$ cat src/design/rvcie_pkg.sv
// rvcie_pkg.sv: opcodes, selector codes and encoding helpers for the rvc expander
`timescale 1ns / 1ps

package rvcie_pkg;

    // base opcodes of the 32-bit forms produced
    localparam logic [6:0] OPC_OP_IMM   = 7'b0010011;
    localparam logic [6:0] OPC_JAL      = 7'b1101111;
    localparam logic [6:0] OPC_OP       = 7'b0110011;
    localparam logic [6:0] OPC_BRANCH   = 7'b1100011;
    localparam logic [6:0] OPC_STORE    = 7'b0100011;
    localparam logic [6:0] OPC_LOAD     = 7'b0000011;
    localparam logic [6:0] OPC_LOAD_FP  = 7'b0000111;
    localparam logic [6:0] OPC_STORE_FP = 7'b0100111;
    localparam logic [6:0] OPC_JALR     = 7'b1100111;
    localparam logic [6:0] OPC_SYSTEM   = 7'b1110011;
    localparam logic [6:0] OPC_LUI      = 7'b0110111;

    // marks srai in the i-type immediate
    localparam logic [11:0] SRAI_MARK = 12'h400;

    // funct7 of sub
    localparam logic [6:0] F7_SUB  = 7'b0100000;
    localparam logic [6:0] F7_NONE = 7'b0000000;

    // funct3 values of the expanded instructions
    localparam logic [2:0] F3_ADD  = 3'd0;
    localparam logic [2:0] F3_SLL  = 3'd1;
    localparam logic [2:0] F3_W    = 3'd2;
    localparam logic [2:0] F3_D    = 3'd3;
    localparam logic [2:0] F3_XOR  = 3'd4;
    localparam logic [2:0] F3_SR   = 3'd5;
    localparam logic [2:0] F3_OR   = 3'd6;
    localparam logic [2:0] F3_AND  = 3'd7;
    localparam logic [2:0] F3_BEQ  = 3'd0;
    localparam logic [2:0] F3_BNE  = 3'd1;

    // quadrant codes in bits 1:0
    localparam logic [1:0] QUAD_0    = 2'b00;
    localparam logic [1:0] QUAD_1    = 2'b01;
    localparam logic [1:0] QUAD_2    = 2'b10;
    localparam logic [1:0] QUAD_FULL = 2'b11;

    // quadrant 0 funct3
    localparam logic [2:0] C0_ADDI4SPN = 3'd0;
    localparam logic [2:0] C0_FLD      = 3'd1;
    localparam logic [2:0] C0_LW       = 3'd2;
    localparam logic [2:0] C0_FLW      = 3'd3;
    localparam logic [2:0] C0_RSVD     = 3'd4;
    localparam logic [2:0] C0_FSD      = 3'd5;
    localparam logic [2:0] C0_SW       = 3'd6;
    localparam logic [2:0] C0_FSW      = 3'd7;

    // quadrant 1 funct3
    localparam logic [2:0] C1_ADDI     = 3'd0;
    localparam logic [2:0] C1_JAL      = 3'd1;
    localparam logic [2:0] C1_LI       = 3'd2;
    localparam logic [2:0] C1_LUI      = 3'd3;
    localparam logic [2:0] C1_ALU      = 3'd4;
    localparam logic [2:0] C1_J        = 3'd5;
    localparam logic [2:0] C1_BEQZ     = 3'd6;
    localparam logic [2:0] C1_BNEZ     = 3'd7;

    // quadrant 1 alu group, bits 11:10 and 6:5
    localparam logic [1:0] ALU_SRLI = 2'd0;
    localparam logic [1:0] ALU_SRAI = 2'd1;
    localparam logic [1:0] ALU_ANDI = 2'd2;
    localparam logic [1:0] ALU_REG  = 2'd3;
    localparam logic [1:0] REG_SUB  = 2'd0;
    localparam logic [1:0] REG_XOR  = 2'd1;
    localparam logic [1:0] REG_OR   = 2'd2;
    localparam logic [1:0] REG_AND  = 2'd3;

    // quadrant 2 funct3
    localparam logic [2:0] C2_SLLI     = 3'd0;
    localparam logic [2:0] C2_FLDSP    = 3'd1;
    localparam logic [2:0] C2_LWSP     = 3'd2;
    localparam logic [2:0] C2_FLWSP    = 3'd3;
    localparam logic [2:0] C2_JR_ADD   = 3'd4;
    localparam logic [2:0] C2_FSDSP    = 3'd5;
    localparam logic [2:0] C2_SWSP     = 3'd6;
    localparam logic [2:0] C2_FSWSP    = 3'd7;

    // fixed registers
    localparam logic [4:0] REG_X0 = 5'd0;
    localparam logic [4:0] REG_RA = 5'd1;
    localparam logic [4:0] REG_SP = 5'd2;

    // result of one expansion
    typedef struct packed {
        logic [31:0] expanded;
        logic        was_compressed;
        logic        illegal;
    } t_exp_result;

    // i-type
    function automatic logic [31:0] enc_i(input logic [11:0] imm, input logic [4:0] rs1,
                                          input logic [2:0] f3, input logic [4:0] rd,
                                          input logic [6:0] op);
        return {imm, rs1, f3, rd, op};
    endfunction

    // s-type
    function automatic logic [31:0] enc_s(input logic [11:0] imm, input logic [4:0] rs2,
                                          input logic [4:0] rs1, input logic [2:0] f3,
                                          input logic [6:0] op);
        return {imm[11:5], rs2, rs1, f3, imm[4:0], op};
    endfunction

    // r-type
    function automatic logic [31:0] enc_r(input logic [6:0] f7, input logic [4:0] rs2,
                                          input logic [4:0] rs1, input logic [2:0] f3,
                                          input logic [4:0] rd, input logic [6:0] op);
        return {f7, rs2, rs1, f3, rd, op};
    endfunction

    // b-type, 13-bit byte offset
    function automatic logic [31:0] enc_b(input logic [12:0] imm, input logic [4:0] rs2,
                                          input logic [4:0] rs1, input logic [2:0] f3,
                                          input logic [6:0] op);
        return {imm[12], imm[10:5], rs2, rs1, f3, imm[4:1], imm[11], op};
    endfunction

    // j-type, 21-bit byte offset
    function automatic logic [31:0] enc_j(input logic [20:0] imm, input logic [4:0] rd,
                                          input logic [6:0] op);
        return {imm[20], imm[10:1], imm[11], imm[19:12], rd, op};
    endfunction

endpackage

$ cat src/design/rvc_instruction_expander_unit.sv
// rvc_instruction_expander_unit.sv: top level of the compressed instruction expander
`timescale 1ns / 1ps

// Expands RV32 compressed instructions (I/F/D subset) into their 32-bit form; full-length
// words pass through untouched. The unit is a two-register pipeline: the fetched word is
// captured in an input register, expanded by one level of decode logic, and captured in a
// result register. One transaction can be accepted every cycle; the input register and the
// result register each hold their item while downstream stalls, so throughput drops only
// when i_stall is high. The reserved quadrant-0 slot returns zero with o_illegal set. There
// is no configuration and no state beyond the pipeline.

module rvc_instruction_expander_unit (
    input  logic        i_clk,
    input  logic        i_rst_n,
    input  logic        i_valid,
    output logic        o_stall,
    input  logic [31:0] i_instruction,
    output logic        o_valid,
    input  logic        i_stall,
    output logic [31:0] o_expanded,
    output logic        o_was_compressed,
    output logic        o_illegal
);
    import rvcie_pkg::*;

    logic        r_in_valid;
    logic [31:0] r_in_instr;
    logic        r_out_valid;
    t_exp_result r_out;
    t_exp_result exp_result;
    logic        out_hold;
    logic        in_hold;

    // stage advance control
    assign out_hold = r_out_valid && i_stall;
    assign in_hold  = r_in_valid && out_hold;
    assign o_stall  = in_hold;

    // input register
    always_ff @(posedge i_clk) begin
        if (!i_rst_n) begin
            r_in_valid <= 1'b0;
        end else if (!in_hold) begin
            r_in_valid <= i_valid;
        end
    end

    always_ff @(posedge i_clk) begin
        if (!in_hold && i_valid) begin
            r_in_instr <= i_instruction;
        end
    end

    // decode
    rvcie_expander u_expander (
        .i_instruction (r_in_instr),
        .o_result      (exp_result)
    );

    // result register
    always_ff @(posedge i_clk) begin
        if (!i_rst_n) begin
            r_out_valid <= 1'b0;
        end else if (!out_hold) begin
            r_out_valid <= r_in_valid;
        end
    end

    always_ff @(posedge i_clk) begin
        if (!out_hold && r_in_valid) begin
            r_out <= exp_result;
        end
    end

    assign o_valid          = r_out_valid;
    assign o_expanded       = r_out.expanded;
    assign o_was_compressed = r_out.was_compressed;
    assign o_illegal        = r_out.illegal;

    // an illegal result is a compressed word expanded to zero
    a_illegal_zero: assert property (@(posedge i_clk) disable iff (!i_rst_n)
        (o_valid && o_illegal) |-> (o_was_compressed && o_expanded == 32'd0))
        else $error("illegal result with nonzero expansion");

    // every valid result is a full-length encoding unless illegal
    a_full_length: assert property (@(posedge i_clk) disable iff (!i_rst_n)
        (o_valid && !o_illegal) |-> (o_expanded[1:0] == QUAD_FULL))
        else $error("expanded word is not a full-length encoding");

    // input side stalls only when both registers are occupied and output is stalled
    a_stall_cause: assert property (@(posedge i_clk) disable iff (!i_rst_n)
        o_stall |-> (r_in_valid && r_out_valid && i_stall))
        else $error("input stalled without a full pipeline");

    // an accepted transaction reaches the input register
    a_accept_capture: assert property (@(posedge i_clk) disable iff (!i_rst_n)
        (i_valid && !o_stall) |=> (r_in_valid && r_in_instr == $past(i_instruction)))
        else $error("accepted transaction not captured");

endmodule

$ cat src/design/rvcie_expander.sv
// rvcie_expander.sv: combinational expansion of one fetched word
`timescale 1ns / 1ps

module rvcie_expander (
    input  logic [31:0]                 i_instruction,
    output rvcie_pkg::t_exp_result      o_result
);
    import rvcie_pkg::*;

    logic [15:0] c;
    logic [1:0]  quad;
    logic [2:0]  f3;
    logic [4:0]  rd;
    logic [4:0]  rs2;
    logic [4:0]  rdp;
    logic [4:0]  rs2p;
    logic [5:0]  ci_u;
    logic [11:0] ci_s;
    logic [20:0] imm_j;
    logic [12:0] imm_b;
    logic [6:0]  off_w;
    logic [7:0]  off_d;
    logic [9:0]  off_4spn;
    logic [11:0] off_16sp;
    logic [8:0]  off_ldsp;
    logic [7:0]  off_lwsp;
    logic [8:0]  off_sdsp;
    logic [7:0]  off_swsp;
    logic [31:0] exp16;
    logic        bad;

    // field extraction
    assign c     = i_instruction[15:0];
    assign quad  = c[1:0];
    assign f3    = c[15:13];
    assign rd    = c[11:7];
    assign rs2   = c[6:2];
    assign rdp   = {2'b01, c[9:7]};
    assign rs2p  = {2'b01, c[4:2]};
    assign ci_u  = {c[12], c[6:2]};
    assign ci_s  = {{6{c[12]}}, c[12], c[6:2]};

    // immediates
    assign imm_j    = {{10{c[12]}}, c[8], c[10:9], c[6], c[7], c[2], c[11], c[5:3], 1'b0};
    assign imm_b    = {{5{c[12]}}, c[6:5], c[2], c[11:10], c[4:3], 1'b0};
    assign off_w    = {c[5], c[12:10], c[6], 2'b00};
    assign off_d    = {c[6:5], c[12:10], 3'b000};
    assign off_4spn = {c[10:7], c[12:11], c[5], c[6], 2'b00};
    assign off_16sp = {{3{c[12]}}, c[4:3], c[5], c[2], c[6], 4'b0000};
    assign off_ldsp = {c[4:2], c[12], c[6:5], 3'b000};
    assign off_lwsp = {c[3:2], c[12], c[6:4], 2'b00};
    assign off_sdsp = {c[9:7], c[12:10], 3'b000};
    assign off_swsp = {c[8:7], c[12:9], 2'b00};

    // expansion table
    always_comb begin
        exp16 = '0;
        bad   = 1'b0;
        case (quad)
            QUAD_0: begin
                case (f3)
                    C0_ADDI4SPN: exp16 = enc_i({2'b00, off_4spn}, REG_SP, F3_ADD, rs2p,
                                               OPC_OP_IMM);
                    C0_FLD:  exp16 = enc_i({4'b0000, off_d}, rdp, F3_D, rs2p, OPC_LOAD_FP);
                    C0_LW:   exp16 = enc_i({5'b00000, off_w}, rdp, F3_W, rs2p, OPC_LOAD);
                    C0_FLW:  exp16 = enc_i({5'b00000, off_w}, rdp, F3_W, rs2p, OPC_LOAD_FP);
                    C0_RSVD: begin
                        exp16 = '0;
                        bad   = 1'b1;
                    end
                    C0_FSD:  exp16 = enc_s({4'b0000, off_d}, rs2p, rdp, F3_D, OPC_STORE_FP);
                    C0_SW:   exp16 = enc_s({5'b00000, off_w}, rs2p, rdp, F3_W, OPC_STORE);
                    C0_FSW:  exp16 = enc_s({5'b00000, off_w}, rs2p, rdp, F3_W, OPC_STORE_FP);
                    default: exp16 = '0;
                endcase
            end
            QUAD_1: begin
                case (f3)
                    C1_ADDI: exp16 = enc_i(ci_s, rd, F3_ADD, rd, OPC_OP_IMM);
                    C1_JAL:  exp16 = enc_j(imm_j, REG_RA, OPC_JAL);
                    C1_LI:   exp16 = enc_i(ci_s, REG_X0, F3_ADD, rd, OPC_OP_IMM);
                    C1_LUI: begin
                        // rd of sp selects addi16sp
                        if (rd == REG_SP) begin
                            exp16 = enc_i(off_16sp, REG_SP, F3_ADD, REG_SP, OPC_OP_IMM);
                        end else begin
                            exp16 = {{14{c[12]}}, c[12], c[6:2], rd, OPC_LUI};
                        end
                    end
                    C1_ALU: begin
                        case (c[11:10])
                            ALU_SRLI: exp16 = enc_i({6'b000000, ci_u}, rdp, F3_SR, rdp,
                                                    OPC_OP_IMM);
                            ALU_SRAI: exp16 = enc_i({6'b000000, ci_u} | SRAI_MARK, rdp, F3_SR,
                                                    rdp, OPC_OP_IMM);
                            ALU_ANDI: exp16 = enc_i(ci_s, rdp, F3_AND, rdp, OPC_OP_IMM);
                            ALU_REG: begin
                                case (c[6:5])
                                    REG_SUB: exp16 = enc_r(F7_SUB, rs2p, rdp, F3_ADD, rdp,
                                                           OPC_OP);
                                    REG_XOR: exp16 = enc_r(F7_NONE, rs2p, rdp, F3_XOR, rdp,
                                                           OPC_OP);
                                    REG_OR:  exp16 = enc_r(F7_NONE, rs2p, rdp, F3_OR, rdp,
                                                           OPC_OP);
                                    REG_AND: exp16 = enc_r(F7_NONE, rs2p, rdp, F3_AND, rdp,
                                                           OPC_OP);
                                    default: exp16 = '0;
                                endcase
                            end
                            default: exp16 = '0;
                        endcase
                    end
                    C1_J:    exp16 = enc_j(imm_j, REG_X0, OPC_JAL);
                    C1_BEQZ: exp16 = enc_b(imm_b, REG_X0, rdp, F3_BEQ, OPC_BRANCH);
                    C1_BNEZ: exp16 = enc_b(imm_b, REG_X0, rdp, F3_BNE, OPC_BRANCH);
                    default: exp16 = '0;
                endcase
            end
            QUAD_2: begin
                case (f3)
                    C2_SLLI:  exp16 = enc_i({6'b000000, ci_u}, rd, F3_SLL, rd, OPC_OP_IMM);
                    C2_FLDSP: exp16 = enc_i({3'b000, off_ldsp}, REG_SP, F3_D, rd, OPC_LOAD_FP);
                    C2_LWSP:  exp16 = enc_i({4'b0000, off_lwsp}, REG_SP, F3_W, rd, OPC_LOAD);
                    C2_FLWSP: exp16 = enc_i({4'b0000, off_lwsp}, REG_SP, F3_W, rd,
                                            OPC_LOAD_FP);
                    C2_JR_ADD: begin
                        // jr / mv / ebreak / jalr / add
                        if (!c[12]) begin
                            if (rs2 != REG_X0) begin
                                exp16 = enc_r(F7_NONE, rs2, REG_X0, F3_ADD, rd, OPC_OP);
                            end else begin
                                exp16 = enc_i(12'd0, rd, F3_ADD, REG_X0, OPC_JALR);
                            end
                        end else if (rs2 != REG_X0) begin
                            exp16 = enc_r(F7_NONE, rs2, rd, F3_ADD, rd, OPC_OP);
                        end else if (rd == REG_X0) begin
                            exp16 = enc_i(12'd1, REG_X0, F3_ADD, REG_X0, OPC_SYSTEM);
                        end else begin
                            exp16 = enc_i(12'd0, rd, F3_ADD, REG_RA, OPC_JALR);
                        end
                    end
                    C2_FSDSP: exp16 = enc_s({3'b000, off_sdsp}, rs2, REG_SP, F3_D,
                                            OPC_STORE_FP);
                    C2_SWSP:  exp16 = enc_s({4'b0000, off_swsp}, rs2, REG_SP, F3_W, OPC_STORE);
                    C2_FSWSP: exp16 = enc_s({4'b0000, off_swsp}, rs2, REG_SP, F3_W,
                                            OPC_STORE_FP);
                    default:  exp16 = '0;
                endcase
            end
            default: begin
                exp16 = '0;
                bad   = 1'b0;
            end
        endcase
    end

    // full-length words pass through
    always_comb begin
        if (quad == QUAD_FULL) begin
            o_result.expanded       = i_instruction;
            o_result.was_compressed = 1'b0;
            o_result.illegal        = 1'b0;
        end else begin
            o_result.expanded       = exp16;
            o_result.was_compressed = 1'b1;
            o_result.illegal        = bad;
        end
    end

endmodule

$ cat config.mk
export PLATFORM = sky130hd
export DESIGN_NAME = rvc_instruction_expander_unit
export DESIGN_NICKNAME = d
export VERILOG_FILES = /design/src/design/rvcie_pkg.sv /design/src/design/rvc_instruction_expander_unit.sv /design/src/design/rvcie_expander.sv
export SDC_FILE = /design/constraint.sdc
export NUM_CORES = 1
export LEC_CHECK = 0
export ABC_AREA = 1
export ABC_CLOCK_PERIOD_IN_PS = 3850
export BUFFER_PORTS_ARGS = -buffer_cell sky130_fd_sc_hd__buf_2
export CORE_MARGIN = 5
export CORE_UTILIZATION = 55
export DETAILED_ROUTE_END_ITERATION = 16
export PLACE_DENSITY = 0.79
export SLEW_MARGIN = 20
export SYNTH_ARGS = -nofsm -noshare
export SYNTH_HDL_FRONTEND = slang
export SYNTH_SLANG_ARGS = --single-unit
$ cat constraint.sdc
create_clock -name i_clk -period 3.85 [get_ports i_clk]
set_input_delay 0.77 -clock i_clk [delete_from_list [all_inputs] [get_ports i_clk]]
set_output_delay 0.77 -clock i_clk [all_outputs]
set_load 0.02 [all_outputs]
==> metrics.md, run 1 <==
| Metric | Value |
|---|---|
| Status | `complete, no violations` |
| Final hold vios | `0` |
| Synth Area in Simple Gates | `between 20% and 30%` |
| Worst-path clk slew | `around 80 ps` |
| Worst Path Required | `4080 ps` |
| # clock sinks | `between 60 and 70` |
| P_leak | `0.002120 uW` |
| Post-Syn Area | `3969 um2` |
| Worst slew margin | `26.03%` |
| Flop2flop setup slack | `1330 ps` |
| Ys Warns | `0` |
| Most frequent CP cell | `inv_1` |
| Initial DRC Count | `654` |
| Compound-Gate Fraction of Synth Area | `about an eighth` |
| Detailed Place HPWL | `~8.7 mm` |
| Clock Skew | `between 10 and 15 ps` |
| Kind of critical path | `register to register` |
| Fraction of power spent switching nets | `29.99%` |
| Starting density of the core | `between 50% and 60%` |
| Clk Latency, worst-skew pair | `~360 ps` |
| FF-to-FF path depth | `7` |
| First-pass GRT wire length | `approximately 19 mm` |
| WL per Instance | `~19 um` |
| Wire length on met2 | `about 5.5 mm` |
| Share of post-route cells with drive strength above 1 | `between 15 and 20%` |
| Peak Freq | `slightly below 0.4 GHz` |
| H-tree depth | `3` |
| Worst-path cell with the longest stage delay | `ha_1` |
| Number of core rows | `31` |
| Hold Crit Depth | `2` |
| Max cap viols | `0` |
| Mapped Nets | `roughly 530` |
| Grt ovf | `0` |
| Yosys cell types | `33` |
| Drc violations | `0` |
| Vias per cell | `5.968` |
| Pwr dens | `around 390 nW/um2` |
| Adder-Cell Fraction of Synth Area | `under 10%` |
| Synth Register Bits | `68` |
| Crit path cell chain | `inv_1 -> ha_1 -> inv_1 -> nor2_1 -> o21ai_0 -> a21oi_1 -> a21o_1` |
| Die span in x | `94.95 um` |
| Synthesized area per cell | `roughly 8 um2` |
| RSZ-0062 raised after global routing | `false` |
| Hold Path Class | `register to register` |
| Initial antenna violation count | `0` |
| Met3 WL | `roughly 1.6 mm` |
| Overall global routing resource usage | `between 20% and 30%` |
| Area added between synthesis and finish | `15.48%` |
| CTS tree | `done` |
| Worst slew pin tran | `~1100 ps` |
| Post-CTS Resized | `0` |
| WHS | `524.2 ps` |
| Fin util | `64.22%` |
| Mapped Cells | `492` |
| Largest family of logic cells by synthesized area | `simple AND/OR/NAND/NOR gates` |
| Post CTS Setup Buffer Count | `0` |
| Sequential Area | `2022 um2` |
| Cell Count, Final, Fillers Out | `664` |
| Startpoint Class | `register` |
| Area occupied by multi-input gates | `between 1500 and 2000 um2` |
| Power share of the combinational group | `16.4%` |
| Clock power frac | `roughly a third` |
| Worst vdd ir | `between 200 and 300 uV` |
| Sw power | `around 540 uW` |
| Total power | `1790 uW` |
| Setup TNS | `0 ps` |
| Largest net degree at the start of global routing | `35` |
| Seq/Total Area, Yosys | `between 50 and 60%` |
| Antenna-violating nets left | `0` |
| Die area | `between 9000 and 10000 um2` |
| WL met1 | `~4.7 mm` |
| Pint | `between 1000 and 1500 uW` |
| Final WL | `approximately 12 mm` |
| ANT cells | `0` |
| DR top layer | `met4` |
| Number of global-route vias before repair | `3639` |
| Longest Clk Path Bufs | `2` |
| Io pins | `~70` |
| Root buffer cell | `clkbuf_8` |
| Fin crit share | `between 60% and 70%` |
| Die height | `approximately 95 um` |
| Dpl cells | `648` |
| Max FO, Critical Path | `15` |
| Seq pwr share | `~50%` |
| Post-synthesis xor/xnor area fraction | `0%` |
| CP peak stage delay | `570 ps` |
| Final setup violation count | `0` |
| Final slew viol count | `0` |
| Port buffer count | `71` |
| Hold Buf Count CTS | `0` |
| Core area | `about 7100 um2` |
| Post-layout min period | `approximately 2500 ps` |
| Vias | `~4000` |
| Nets@finish | `~600` |
| DRT Pass-1 Iters | `6` |
| GP Congestion | `around 1.1` |
| Num CTS Buffers | `9` |
| Fillers | `645` |
| CP arrival | `2750 ps` |
| Critical Path Sink Type | `register` |
| Post-synthesis mux area share | `0%` |
==> power by group through the flow <==
stage / Sequential, uW / Clock [uW] / Combinational [uW]
after floorplan: 925 / 0 / 173
after global placement: 917 / 0 / 283
after detailed placement: 916 / 0 / 285
after CTS: 900 / 597 / 287
after global routing: 905 / 639 / 322
final: 902 / 594 / 294
==> final cells by class <==
cell class	count	area share, %
multi-input cells	355	36.42
well taps	99	2.703
clock buffers	10	2.785
flip-flops and latches	68	44.12
clock inverters	6	1.392
inverters	51	4.177
repair buffers	75	8.408
==> final timing paths <==
check	from	to
worst min register to register	r_in_instr[22]	o_expanded[22]
worst max-delay path	r_in_instr[1]	o_expanded[29]
worst max register to register	r_in_instr[1]	o_expanded[29]
worst min-delay path	r_in_instr[22]	o_expanded[22]
==> state kept, by name (all words and copies together) (netlist names) <==
register          count
r_in_valid            1
o_illegal             1
o_valid               1
o_expanded           32
o_was_compressed      1
r_in_instr           32
==> cell usage in the layout (no fill, tap or decap), types with 2 or more instances in the layout <==
master / synthesis / layout
inv_1: 50 / 50
buf_4: 4 / 4
nand3_1: 41 / 41
clkinvlp_4: 0 / 2
buf_2: 6 / 71
o21bai_1: 3 / 3
nor3_1: 2 / 2
nand3b_1: 2 / 2
clkinv_2: 0 / 2
nor2_1: 36 / 36
edfxtp_1: 66 / 66
o31ai_1: 2 / 2
dfxtp_1: 2 / 2
nor2_2: 2 / 2
nand2_1: 172 / 172
a22oi_1: 2 / 2
o21ai_0: 48 / 48
o211ai_1: 10 / 10
a21oi_1: 12 / 11
nor2_4: 2 / 2
ha_1: 6 / 6
nand4_1: 5 / 5
clkbuf_8: 0 / 9
==> per-stage QoR <==
step / area [um2] / setup slack (ps)
after floorplan: 3969 / 943.0
after global placement: 4392 / 1417
after detailed placement: 4392 / 1418
after CTS: 4583 / 1396
after global routing: 4583 / 1208
final: 4583 / 1329
==> critical path, delay by kind of cell (launching register included) <==
family / cells / cell delay (ps)
buffers and inverters: 2 / 440
and+or+nand+nor: 1 / 420
DFF: 1 / 450
AOI/OAI and AO/OA: 3 / 500
adders and majority gates: 1 / 570
==> layer usage <==
| metal | vias up | track usage, % |
|---|---|---|
| met5 | - | 0 |
| met1 | 1768 | 38.08 |
| li1 | 1788 | - |
| met3 | 69 | 7.410 |
| met4 | 0 | 15.02 |
| met2 | 338 | 42.98 |
==> synthesized netlist by cell type, drive strengths merged <==
cell | instances | area (um2)
a21o | 1 | 7.510
nor3 | 2 | 10.01
o21ai | 48 | 240.2
o221ai | 1 | 8.760
nand4 | 5 | 31.28
a22oi | 2 | 15.01
nand2 | 173 | 651.9
dfxtp | 2 | 40.04
a211oi | 1 | 7.510
ha | 6 | 75.07
a32oi | 1 | 8.760
a21oi | 12 | 60.06
o22ai | 1 | 6.260
nand3b | 2 | 15.01
nand3 | 42 | 215.2
o211ai | 10 | 75.07
clkbuf | 7 | 26.28
o31ai | 2 | 15.01
o2111ai | 1 | 8.760
edfxtp | 66 | 1982
nor2 | 40 | 170.2
inv | 51 | 191.4
a21boi | 1 | 7.510
o21bai | 3 | 22.52
a31oi | 1 | 6.260
buf | 11 | 71.32
==> cell families after synthesis <==
| family | count (synthesis) |
|---|---|
| flops | 68 |
| simple gates | 264 |
| buf+inv | 69 |
| fa+ha+maj | 6 |
| compound gates | 85 |
Note: power is estimated with default switching activity, not from simulation.
==> run 2, diff against run 1 <==
--- a/config.mk
+++ b/config.mk
@@ -6,7 +6,7 @@
 export NUM_CORES = 1
 export LEC_CHECK = 0
 export ABC_AREA = 1
-export ABC_CLOCK_PERIOD_IN_PS = 3850
+export ABC_CLOCK_PERIOD_IN_PS = 2350
 export BUFFER_PORTS_ARGS = -buffer_cell sky130_fd_sc_hd__buf_2
 export CORE_MARGIN = 5
 export CORE_UTILIZATION = 55
==> constraint.sdc (replaced) <==
create_clock -name i_clk -period 2.35 [get_ports i_clk]
set_input_delay 0.47 -clock i_clk [delete_from_list [all_inputs] [get_ports i_clk]]
set_output_delay 0.47 -clock i_clk [all_outputs]
set_load 0.02 [all_outputs]
==> metrics.md, run 2 (same netlist as run 1, synthesis figures left out) <==
| Metric | Value |
|---|---|
| Status | `complete, no violations` |
| Die area | `9015 um2` |
| Most frequent cells in the layout | `nand2_1, buf_2, edfxtp_1, inv_1, o21ai_0` |
| CP peak stage delay | `420 ps` |
| Num CTS Buffers | `9` |
| Most common cell after layout, fill and taps aside | `nand2_1` |
| Worst hold endpoint | `r_in_instr[14]` |
| Starting density of the core | `55.61%` |
| Sequential Area | `about 2000 um2` |
| H-tree depth | `3` |
| Fin area | `4861 um2` |
| Area after DPL | `4669 um2` |
| DRT Pass-1 Iters | `6` |
| Worst Path Required | `between 2000 and 2500 ps` |
| Sw power | `between 900 and 1000 uW` |
| Post-CTS Resized | `0` |
| Most frequent CP cell | `nand2_1` |
| Setup TNS | `0 ps` |
| Die height | `around 95 um` |
| Worst slew margin | `between 60% and 70%` |
| Number of global-route vias before repair | `4009` |
| P_leak | `around 0.0023 uW` |
| Antenna-violating nets left | `0` |
| Clock power frac | `between 30 and 40%` |
| Fin crit share | `approximately 93%` |
| Io pins | `just over 70` |
| Core area | `just over 7000 um2` |
| Post CTS Setup Buffer Count | `0` |
| Worst vdd ir | `399.8 uV` |
| Longest Clk Path Bufs | `2` |
| Hold Path Class | `primary input to register` |
| Vias | `between 4000 and 5000` |
| Met1 Use GR | `about 39%` |
| Crit path cell chain | `inv_1 -> ha_1 -> inv_1 -> nand2_1 -> nand2_1 -> a31oi_1 -> o21ai_0 -> nand2_1` |
| Worst-path clk slew | `approximately 90 ps` |
| Max FO, Critical Path | `6` |
| Critical Path Sink Type | `register` |
| Final hold vios | `0` |
| Initial DRC Count | `760` |
| GRT met2 Usage | `50.91%` |
| Die span in x | `94.95 um` |
| Share of post-route cells with drive strength above 1 | `~22%` |
| FF-to-FF path depth | `8` |
| Pwr dens | `around 620 nW/um2` |
| Kind of critical path | `register to register` |
| GP Congestion | `roughly 1.2` |
| Drc violations | `0` |
| Hold Buf Count CTS | `0` |
| Max cap viols | `0` |
| Port buffer count | `slightly above 70` |
| Hold path start | `i_instruction[14]` |
| First-pass GRT wire length | `21.13 mm` |
| RR Endpoint | `o_expanded[20]` |
| Largest net degree at the start of global routing | `35` |
| Root buffer cell | `clkbuf_8` |
| Area occupied by multi-input gates | `~1700 um2` |
| Clock Skew | `roughly 23 ps` |
| Final slew viol count | `0` |
| Initial antenna violation count | `0` |
| CP arrival | `2280 ps` |
| Reg2Reg Launch Point | `r_in_instr[0]` |
| Peak Freq | `approximately 0.46 GHz` |
| Detailed Place HPWL | `about 10 mm` |
| Overall global routing resource usage | `a little under a third` |
| Hold Crit Depth | `1` |
| Vias per cell | `approximately 6` |
| Flop2flop setup slack | `180 ps` |
| Worst slew pin tran | `552.9 ps` |
| Gr busiest metal | `met2` |
| Seq pwr share | `approximately 48%` |
| Nets@finish | `roughly 640` |
| Worst-path cell with the longest stage delay | `edfxtp_1` |
| WL per Instance | `between 15 and 20 um` |
| RSZ-0062 raised after global routing | `false` |
| Number of core rows | `31` |
| # clock sinks | `~70` |
| Pint | `2095 uW` |
| Final WL | `around 14 mm` |
| Fraction of power spent switching nets | `around 30%` |
| Fillers | `615` |
| Final setup violation count | `0` |
| Startpoint Class | `register` |
| Power share of the combinational group | `19.0%` |
| Area added between synthesis and finish | `22.48%` |
| Routing usage on met3 | `about 7.6%` |
| Grt ovf | `0` |
| Post-layout min period | `2174 ps` |
| ANT cells | `0` |
| CTS tree | `done` |
| Clk Latency, worst-skew pair | `360 ps` |
==> run 2: cell types whose count changed in the layout (fill, tap and decap cells not counted), sizes merged <==
cell and delta:
buf +37
==> run 2: area by class of cell <==
type	count	area share, %
sequential	68	41.60
multi-input combinational	355	34.34
timing repair buffer	112	13.64
inverter	51	3.938
clock buffer	10	2.625
tap	99	2.548
clock inverter	6	1.313
==> run 2: power groups by stage <==
stage          Clock (uW)  Sequential, uW  Combinational (uW)
2_1_floorplan           0            1510                 284
3_3_place_gp            0            1480                 556
3_5_place_dp            0            1480                 552
4_1_cts               981            1450                 555
5_1_grt              1040            1460                 617
6_report              987            1460                 573
==> run 2: how the worst max path moves through the flow <==
stage | endpoint | slack (ps) | start
floorplan | o_expanded[0] | 510 | i_stall
finish | o_expanded[20] | 180 | r_in_instr[0]
global route | o_expanded[29] | 8 | r_in_instr[15]
global placement | o_expanded[29] | 280 | r_in_instr[15]
CTS | o_expanded[20] | 240 | r_in_instr[0]
detailed placement | o_expanded[20] | 300 | r_in_instr[0]
==> run 2: metal layers <==
metal | wire length [um] | vias up | share of wire [%]
met5 | 0 | - | 0
met1 | 5045 | 1844 | 37
li1 | - | 1864 | -
met2 | 6392 | 339 | 46
met3 | 1598 | 83 | 12
met4 | 769 | 0 | 5.6
==> run 2: critical path: cells and delay by family (launching register included) <==
kind,cells,cell delay [ps]
AOI/OAI and AO/OA,2,400
adders and majority gates,1,330
buffers and inverters,2,350
DFF,1,420
and+or+nand+nor,3,420
==> run 2: per-stage QoR <==
step / cells / power [uW] / hold slack, ps / setup slack [ps] / utilization, %
CTS: 701 / 2991 / 279.5 / 238.8 / 68.11
finish: 701 / 3016 / 272.6 / 175.9 / 68.11
global route: 701 / 3122 / 278.3 / 8.193 / 68.11
global placement: 685 / 2036 / 499.9 / 277.1 / 65.43
detailed placement: 685 / 2034 / 504.2 / 303.3 / 65.43
floorplan: 492 / 1798 / 470.4 / 511.0 / -
